[config.mk]
export PLATFORM = sky130hd
export DESIGN_NAME = wwa_front
export DESIGN_NICKNAME = d
export VERILOG_FILES = /design/src/rtl/core/wwa_pkg.sv /design/src/rtl/core/wwa_front.sv
export SDC_FILE = /design/constraint.sdc
export NUM_CORES = 1
export LEC_CHECK = 0
export BUFFER_PORTS_ARGS = -buffer_cell sky130_fd_sc_hd__buf_2
export CAP_MARGIN = 20
export CORE_AREA = 4 4 406 408
export DETAILED_ROUTE_END_ITERATION = 8
export DIE_AREA = 0 0 410 412
export GPL_TIMING_DRIVEN = 1
export HOLD_SLACK_MARGIN = 0.02
export PLACE_DENSITY = 0.43
export SYNTH_ARGS = -nofsm -noshare
export SYNTH_HDL_FRONTEND = slang
export SYNTH_SLANG_ARGS = --single-unit
[constraint.sdc]
create_clock -name clk -period 69.4 [get_ports clk]
set_clock_uncertainty 0.1 [all_clocks]
set_input_delay 13.88 -clock clk [delete_from_list [all_inputs] [get_ports clk]]
set_output_delay 13.88 -clock clk [all_outputs]
set_load 0.01 [all_outputs]
[src/rtl/core/wwa_pkg.sv]
// Package: shared types, opcodes and outcome codes for the 256-bit ALU.
`default_nettype none
package wwa_pkg;

    localparam int WORD_W  = 256;
    localparam int LIMB_W  = 64;
    localparam int QDEPTH_DEFAULT = 2;

    localparam logic [7:0] OP_ADD = 8'h01;
    localparam logic [7:0] OP_MUL = 8'h02;
    localparam logic [7:0] OP_SUB = 8'h03;
    localparam logic [7:0] OP_DIV = 8'h04;
    localparam logic [7:0] OP_MOD = 8'h06;

    typedef enum logic [1:0] {
        OUT_OK        = 2'd0,
        OUT_UNDERFLOW = 2'd1,
        OUT_UNHANDLED = 2'd2
    } outcome_t;

    typedef enum logic [2:0] {
        K_ADD, K_SUB, K_MUL, K_DIV, K_MOD, K_ZERO
    } kind_t;

    typedef enum logic [1:0] {
        S_IDLE, S_MUL, S_DIV, S_DONE
    } state_t;

    typedef struct packed {
        logic [7:0]  req_type;
        logic        enough_operands;
        logic [63:0] top_limb0;
        logic [63:0] top_limb1;
        logic [63:0] top_limb2;
        logic [63:0] top_limb3;
        logic [63:0] second_limb0;
        logic [63:0] second_limb1;
        logic [63:0] second_limb2;
        logic [63:0] second_limb3;
    } req_t;

    typedef struct packed {
        logic [63:0] result_limb0;
        logic [63:0] result_limb1;
        logic [63:0] result_limb2;
        logic [63:0] result_limb3;
        logic [1:0]  outcome;
    } rsp_t;

    // Classified work item between front and back.
    typedef struct packed {
        kind_t        kind;
        logic [1:0]   outcome;
        logic [255:0] a;
        logic [255:0] b;
    } cmd_t;

endpackage
`default_nettype wire

[src/rtl/core/wwa_front.sv]
// Front part: classify requests and queue them for the execution unit.
`default_nettype none
module wwa_front #(
    parameter int QDEPTH = wwa_pkg::QDEPTH_DEFAULT
) (
    input  wire logic          clk,
    input  wire logic          rst_n,
    input  wire logic          push,
    output logic               full,
    input  wwa_pkg::req_t      req,
    output logic               cmd_valid,
    input  wire logic          cmd_take,
    output wwa_pkg::cmd_t      cmd
);
    import wwa_pkg::*;

    localparam int AW = (QDEPTH > 1) ? $clog2(QDEPTH) : 1;

    cmd_t              mem [QDEPTH];
    logic [AW-1:0]     wptr_reg, rptr_reg;
    logic [AW:0]       cnt_reg;
    cmd_t              cls;
    logic              do_push, do_pop;

    always_comb
    begin
        cls.a = {req.top_limb3, req.top_limb2, req.top_limb1, req.top_limb0};
        cls.b = {req.second_limb3, req.second_limb2, req.second_limb1,
                 req.second_limb0};
        cls.outcome = OUT_OK;
        cls.kind = K_ZERO;
        if (req.req_type != OP_ADD && req.req_type != OP_MUL &&
            req.req_type != OP_SUB && req.req_type != OP_DIV &&
            req.req_type != OP_MOD)
            cls.outcome = OUT_UNHANDLED;
        else if (!req.enough_operands)
            cls.outcome = OUT_UNDERFLOW;
        else if (req.req_type == OP_ADD)
            cls.kind = K_ADD;
        else if (req.req_type == OP_SUB)
            cls.kind = K_SUB;
        else if (req.req_type == OP_MUL)
            cls.kind = K_MUL;
        else if (cls.b == '0)
            cls.kind = K_ZERO;
        else if (req.req_type == OP_DIV)
            cls.kind = K_DIV;
        else
            cls.kind = K_MOD;
    end

    assign full      = (cnt_reg == (AW+1)'(QDEPTH));
    assign cmd_valid = (cnt_reg != '0);
    assign do_push   = push && !full;
    assign do_pop    = cmd_take && cmd_valid;
    assign cmd       = mem[rptr_reg];

    always_ff @(posedge clk)
    begin
        if (do_push)
            mem[wptr_reg] <= cls;
    end

    always_ff @(posedge clk or negedge rst_n)
    begin
        if (!rst_n)
        begin
            wptr_reg <= '0;
            rptr_reg <= '0;
            cnt_reg  <= '0;
        end
        else
        begin
            if (do_push)
                wptr_reg <= (wptr_reg == AW'(QDEPTH-1)) ? '0 : wptr_reg + 1'b1;
            if (do_pop)
                rptr_reg <= (rptr_reg == AW'(QDEPTH-1)) ? '0 : rptr_reg + 1'b1;
            cnt_reg <= cnt_reg + (AW+1)'(do_push) - (AW+1)'(do_pop);
        end
    end
endmodule
`default_nettype wire

# Yosys cells after proc, flatten, opt, wreduce, memory -nomap -nowiden

Memories as Yosys holds them, arrays and structs flattened.
Index checks and enable logic that the tools add are counted.

Add/sub/neg operators: 4
Equal/unequal tests: 10
Multiplexer cells: 13
Reductions and logical operators: 9

Operator list:

| cell                                                                     | number |
|---|---|
| 256-bit logical NOT                                                      | 1 |
| 3-bit 2-to-1 mux                                                         | 7 |
| 8-bit by 2-bit equality test with 1-bit output (second input constant)   | 2 |
| 8-bit by 2-bit inequality test with 1-bit output (second input constant) | 2 |
| 8-bit by 3-bit inequality test with 1-bit output (second input constant) | 2 |
| 8-bit by 1-bit equality test with 1-bit output (second input constant)   | 1 |
| 8-bit by 3-bit equality test with 1-bit output (second input constant)   | 1 |
| 8-bit by 1-bit inequality test with 1-bit output (second input constant) | 1 |
| 1-bit logical AND                                                        | 6 |
| 1-bit 2-to-1 mux                                                         | 5 |
| 1-bit adder (second input constant)                                      | 2 |
| 2-bit by 1-bit adder with 2-bit output                                   | 1 |
| 2-bit equality test (second input constant)                              | 1 |
| 2-bit 2-to-1 mux                                                         | 1 |
| 2-bit nonzero test                                                       | 1 |
| 2-bit by 1-bit subtractor with 2-bit output                              | 1 |
| 1-bit logical NOT                                                        | 1 |

Bits in registers: 4
Memory bits (writable): 1034
Input port bits: 525
Output and inout bits: 519
Logic and storage cells: 40
Memories: 1

Memory list:

| name | words | bits a word | rd ports | clocked after Yosys merged registers in | write ports | line            | RTL |
|---|---|---|---|---|---|---|---|
| mem  | 2     | 517         | 1        | 0                                       | 1           | wwa_front.sv:19 | `cmd_t mem [QDEPTH];` |

# Logic depth before layout (Yosys ltp)

Gate-level depths: netlist of the first run.

Word-level depth: 8
Mapped depth: 7
Depth with buffers taken out: 7

# Worst setup path after synthesis of the first run

OpenSTA, ideal clock, no wires.

Kind: input to register
From: input port push
To: memory mem[0][0] (netlist bit), enable pin
Library setup time: 1.409 ns
Arrival time: 35.355 ns
Data required time: 67.891 ns
Slack: 32.536 ns
Stages on the path: 2
Path buffers: 0
Cell sequence: nand2_1 > nor2_1

Word-level cells in the longest chain between the ends: 3

Ends and longest elaborated chain:

| element                                | line            | RTL |
|---|---|---|
| start: declaration                     | wwa_front.sv:8  | `input wire logic push,` |
| 1-bit logical AND                      | wwa_front.sv:54 | `assign do_push = push && !full;` |
| 1-bit 2-to-1 mux                       | wwa_front.sv:60 | `if (do_push)` |
| 1-bit 2-to-1 mux (implied by the code) | wwa_front.sv:61 | `mem[wptr_reg] <= cls;` |
| end: declaration                       | wwa_front.sv:19 |  |

Every way passes these cells.

==> results of run 1 <==
## stage by stage
| stage | std cells | setup slack (ns) | power [mW] | utilization (%) | instance area, µm² |
|---|---|---|---|---|---|
| 6_report | 5149 | 50.25 | 2.10 | 30.7 | 49600 |
| 5_1_grt | 5136 | 49.96 | 2.21 | 30.6 | 49500 |
| 3_5_place_dp | 4910 | 50.19 | 1.55 | 28.4 | 45900 |
| 3_3_place_gp | 4909 | 50.21 | 1.55 | 28.4 | 45900 |
| 4_1_cts | 5124 | 50.15 | 2.14 | 30.6 | 49500 |
| 2_1_floorplan | 1730 | 32.54 | 1.37 | - | 38000 |
## area by class of cell
cell class                      count  area [µm²]  area share [%]
Clock buffer                      142        3020            6.10
Clock inverter                     72         588            1.19
Antenna cell                       25        62.6           0.126
Sequential cell                  1038       31200            62.8
Timing Repair Buffer             1063        5420            10.9
Multi-Input combinational cell    630        6590            13.3
Tap cell                         2175        2720            5.49
Inverter                            4        15.0          0.0303
## worst register-to-register path, cell delays in order, from the launching register on
cell,delay [ns]
dfrtp_1,0.37
nand2b_1,0.21
nand2_1,0.17
nor2_4,0.19
buf_12,0.57
buf_4,0.89
buf_4,0.89
buf_4,0.78
buf_4,0.93
## worst max path at each step
| stage | to | from | slack, ns | cells after the start |
|---|---|---|---|---|
| 2_1_floorplan | mem[0][0] | push | 32.54 | 2 |
| 3_3_place_gp | mem[0][10] | push | 50.21 | 8 |
| 3_5_place_dp | mem[0][216] | push | 50.19 | 8 |
| 4_1_cts | cmd[130] | rptr_reg | 50.15 | 5 |
| 5_1_grt | cmd[194] | rptr_reg | 49.96 | 5 |
| 6_report | cmd[221] | rptr_reg | 50.25 | 5 |
## power by group through the flow
stage	sequential, mW	clock (mW)	combinational, mW
CTS	0.899	0.602	0.642
detailed placement	0.909	0	0.639
global placement	0.913	0	0.641
floorplan	1.01	0	0.361
global route	0.909	0.628	0.669
finish	0.898	0.580	0.624
## cells by family (layout without fill, tap and decap cells)
group | Yosys count | in the layout | share of synthesized area, %
AOI/OAI and AO/OA | 5 | 5 | 0.102
DFF | 1038 | 1038 | 81.9
adders and majority gates | 2 | 2 | 0.0658
buffers and inverters | 62 | 1281 | 0.790
xor gates and xnor gates | 4 | 4 | 0.0922
other | 0 | 25 | 0
muxes | 517 | 517 | 15.3
and+or+nand+nor | 102 | 102 | 1.71
## synthesized netlist by cell type (all sizes together)
library cell  count
edfxtp         1034
mux2            517
nor4             68
buf              54
nand4            17
nor2              6
clkbuf            4
dfrtp             4
inv               4
nand2             3
xnor2             3
and3              2
ha                2
a211oi            1
a21o              1
and2              1
nand2b            1
nand3b            1
o211ai            1
o21ai             1
o21bai            1
or2               1
or3               1
or4               1
xor2              1
## layout by cell type, fill, tap and decap left out, drive strengths merged, types with 2 or more instances in the layout
cell	count
and3	2
mux2	517
xnor2	3
nor4	68
diode	25
clkinv	62
edfxtp	1034
nand4	17
dfrtp	4
ha	2
buf	1063
nor2	6
inv	8
clkbuf	142
nand2	3
bufinv	5
## layer usage
| layer | vias up | track usage (%) | share of wire, % |
|---|---|---|---|
| met5 | - | 0 | 0.12 |
| met4 | 24 | 3.68 | 2.4 |
| met3 | 223 | 5.18 | 8.9 |
| met2 | 961 | 23.4 | 48 |
| met1 | 10812 | 17.2 | 40 |
| li1 | 9325 | - | - |
==> results.toml, run 1 <==
[timing]
period_needed_ns = 19.15
setup_tns_ns = 0
setup_violations = 0
rsz0062_at_grt = "false"
timing.final.crit_share_pct = 27.6
hold_viol_final = 0
final_max_slew_viol_count = 0
worst_slew_pin_slew_ns = 1.10
holdWs_ns = 0.393
fmax_mhz = 52.2
relSlewSlack_pct = 26.5

[route]
vias_per_cell = 4.15
drtAntennaViolNets = 0
drc = 0
wire_per_inst_um = 24.3
totalWireLength_mm = 125
drt_iter0_drc = 1238
dr.pass1.iters = 5
vias = 21345

[die]
io_pins = 1044
core_um2 = 162000
rows = 148
fp.dieH_um = 412
start_util_pct = 23.5
die_x_um = 410
dieArea_um2 = 169000

[min_path]
holdPathStages = 1
min_path_type = "reg2reg"
min-delay-start = "cnt_reg[1]"
min_to = "cnt_reg[1]"

[placed_design]
dp_hpwl_mm = 91.2
gp_congestion = 0.799
io_buffers = 1043

[critical_path]
crit_type = "reg2out"
slowest_stage = "dfrtp_4"
crit_path_max_incr_delay_ns = 1.07
end_kind = "primary output"
required_ns = 55.42
cpLargestDelayFamily = "buffers and inverters"
reg2regPathDepth = 8
crit_top_cell = "buf_4"
cp-start-kind = "flip-flop"
worst-path-max-fanout = 146
path_cells = "buf_12 > buf_4 > buf_4 > mux2_2 > buf_2"
regToRegSetupSlack_ns = 63.85
r2r_end = "mem[0][10]"
r2r_start = "cnt_reg[0]"
worstPathArrival_ns = 5.17
crit_buf_inv = 4

[clock_tree]
clock-sinks = 1038
cts_buffers = 116
clk_pin_slew_ns = 0.06
cts_resized = 0
cts_tree = "built"
clock_path_buffers = 3
cts_root_buf = "clkbuf_16"
clk_latency_ns = 0.72
htree_num_levels = 3
post_cts_buffers = 0
cts_hold_buf = 0

[outcome]
status = "completed"

[global_route]
track_usage_pct = 14.0
antenna_found_initial = 72
grt_overflow = 0
grt_max_degree = 151
grt_pass1_wl_mm = 168
grt_pass1_vias = 22022

[logic_synthesis]
synth_top_area_share_pct = 81.7
yosys_warnings = 0
netlist_area_um2 = 38000
synth_nets = 2257
synthTopCellsByArea = "edfxtp_1 82%, mux2_2 15%, nor4_1 1.0%"
postSynthCellCount = 1730
ys_ff_latch = 1038
synth_cell_type_count = 26
synth_area_per_cell_um2 = 22.0
synth_largest_area_cell = "edfxtp_1"
seq_area_frac_synth_pct = 81.9

[pwr]
p_leak_nw = 17.8
seqPwrFrac_pct = 42.7
netSwitchingFraction_pct = 31.6
peakVddDrop_mv = 0.0291
p_per_area_nw_per_um2 = 42.4
clockPowerShare_pct = 27.6
p_int_mw = 1.44
p_comb_share_pct = 29.7
switching_power_uw = 663

[cells_and_area]
fillers = 16100
largest_reg_flops = 1034
nets = 3380
layout-drive-gt1-share_pct = 59.1
area_growth_pct = 30.4

[job]
cap_violations = 0
Power figures use the tool's default switching activity.
==> inputs of run 2 (changes only) <==
==> constraint.sdc (replaced) <==
create_clock -name clk -period 18.5 [get_ports clk]
set_clock_uncertainty 0.1 [all_clocks]
set_input_delay 3.7 -clock clk [delete_from_list [all_inputs] [get_ports clk]]
set_output_delay 3.7 -clock clk [all_outputs]
set_load 0.01 [all_outputs]
==> run 2 against run 1 <==
Effect of this change:
- sequential cell count did not move
- clock power rose to 3.9 times the previous value
- final area rose by 0.40%
- hold slack barely moved
- largest power group unchanged
- highest routed layer unchanged
==> results.toml, run 2 (same netlist as run 1, synthesis figures left out) <==
[clock_tree]
cts_hold_buf = 0
cts_tree = "built"
post_cts_buffers = 0
clock_path_buffers = 3
clk_latency_ns = 0.70
htree_num_levels = 3
cts_root_buf = "clkbuf_16"
cts_resized = 0
clk_pin_slew_ns = 0.05
cts_buffers = 118
clock-sinks = 1038

[pwr]
netSwitchingFraction_pct = 31.1
seqPwrFrac_pct = 41.9
p_leak_nw = 17.9
clockPowerShare_pct = 28.5
p_comb_share_pct = 29.6
total_power_mw = 7.98
p_per_area_nw_per_um2 = 160
switching_power_mw = 2.48
peakVddDrop_mv = 0.121
p_int_mw = 5.49

[die]
io_pins = 1044
die_x_um = 410
core_um2 = 162000
start_util_pct = 23.5
rows = 148
dieArea_um2 = 169000
fp.dieH_um = 412

[placed_design]
pre_cts_ws_ns = 10.54
dp_hpwl_mm = 89.6
io_buffers = 1043
dp_cells = 4913
gp_congestion = 0.786

[critical_path]
cp-start-kind = "flip-flop"
end_kind = "primary output"
crit_type = "reg2out"
worst-path-max-fanout = 136
worstPathArrival_ns = 4.78
required_ns = 14.70

[timing]
timing.final.crit_share_pct = 46.4
final_max_slew_viol_count = 0
period_needed_ns = 8.58
setup_violations = 0
fmax_mhz = 117
layout_setup_ws_ns = 9.92
worst_slew_pin_slew_ns = 0.958
setup_tns_ns = 0
hold_viol_final = 0
rsz0062_at_grt = "false"
relSlewSlack_pct = 36.2

[global_route]
use_met1_pct = 15.5
gr-usage-met3_pct = 5.86
grt_pass1_wl_mm = 165
grt_pass1_vias = 21393
antenna_found_initial = 70
track_usage_pct = 13.8
grt_max_degree = 141
busiest_layer = "met2"
grt_overflow = 0
use_met2_pct = 23.6

[route]
drc = 0
totalWireLength_mm = 123
vias = 21012
wire_per_inst_um = 23.8
drtAntennaViolNets = 0
vias_per_cell = 4.09
dr.pass1.iters = 5
drt_iter0_drc = 1190

[cells_and_area]
final_common_cell = "buf_2"
area_growth_pct = 30.9
fillers = 16119
nets = 3386
layout-drive-gt1-share_pct = 59.6
finalNonFillerCells = 5141
seq_area_um2 = 31200
fin_util_pct = 30.8
most-common-layout-cells = "1,044 x buf_2, 1,034 x edfxtp_1, 517 x mux2_2, 119 x clkbuf_16, 62 x nor4_1"
largest_reg_flops = 1034
multiInputGateArea_um2 = 6590

[job]
cap_violations = 0

[outcome]
status = "completed"

[min_path]
min_path_type = "reg2reg"
==> run 2: layer usage <==
| layer | part of all wire [%] | up-vias |
|---|---|---|
| met5 | 0.13 | - |
| met4 | 2.9 | 26 |
| met3 | 9.7 | 247 |
| met2 | 49 | 880 |
| met1 | 38 | 10532 |
| li1 | - | 9327 |
==> run 2: power by group through the flow <==
stage | registers, mW | logic, mW | clock network (mW)
5_1_grt | 3.38 | 2.55 | 2.47
3_5_place_dp | 3.39 | 2.43 | 0
6_report | 3.34 | 2.36 | 2.28
3_3_place_gp | 3.39 | 2.44 | 0
2_1_floorplan | 3.66 | 1.35 | 0
4_1_cts | 3.35 | 2.44 | 2.36
==> run 2: final timing paths <==
check,cells after the start,slack (ns),startpoint,end
worst max register to register,6,13.87,cnt_reg[0],mem[1][161]
max in group asynchronous,1,15.44,rst_n,rptr_reg
worst max-delay path,5,9.92,rptr_reg,cmd[264]
worst min-delay path,1,0.39,cnt_reg[1],cnt_reg[1]
min in group asynchronous,1,2.71,rst_n,wptr_reg
worst min register to register,1,0.39,cnt_reg[1],cnt_reg[1]
==> run 2: cell type report <==
type	instances	area share, %
tap	2175	5.47
sequential	1038	62.6
multi-input combinational	630	13.2
clock buffer	145	6.18
clock inverter	68	1.45
inverter	4	0.0302
timing repair buffer	1067	11.0
antenna	14	0.0704
==> run 2: stage by stage <==
stage	cell area (µm²)	hold slack, ns
floorplan	38000	0.360
global placement	45900	0.378
detailed placement	45900	0.378
CTS	49700	0.390
global route	49700	0.427
finish	49800	0.393
==> run 2: worst max-delay path, stage by stage, from the launching register on <==
cell and delay (ns):
dfrtp_4 1.06, buf_4 0.75, buf_4 0.74, buf_12 0.58, mux2_2 0.42, buf_2 0.16
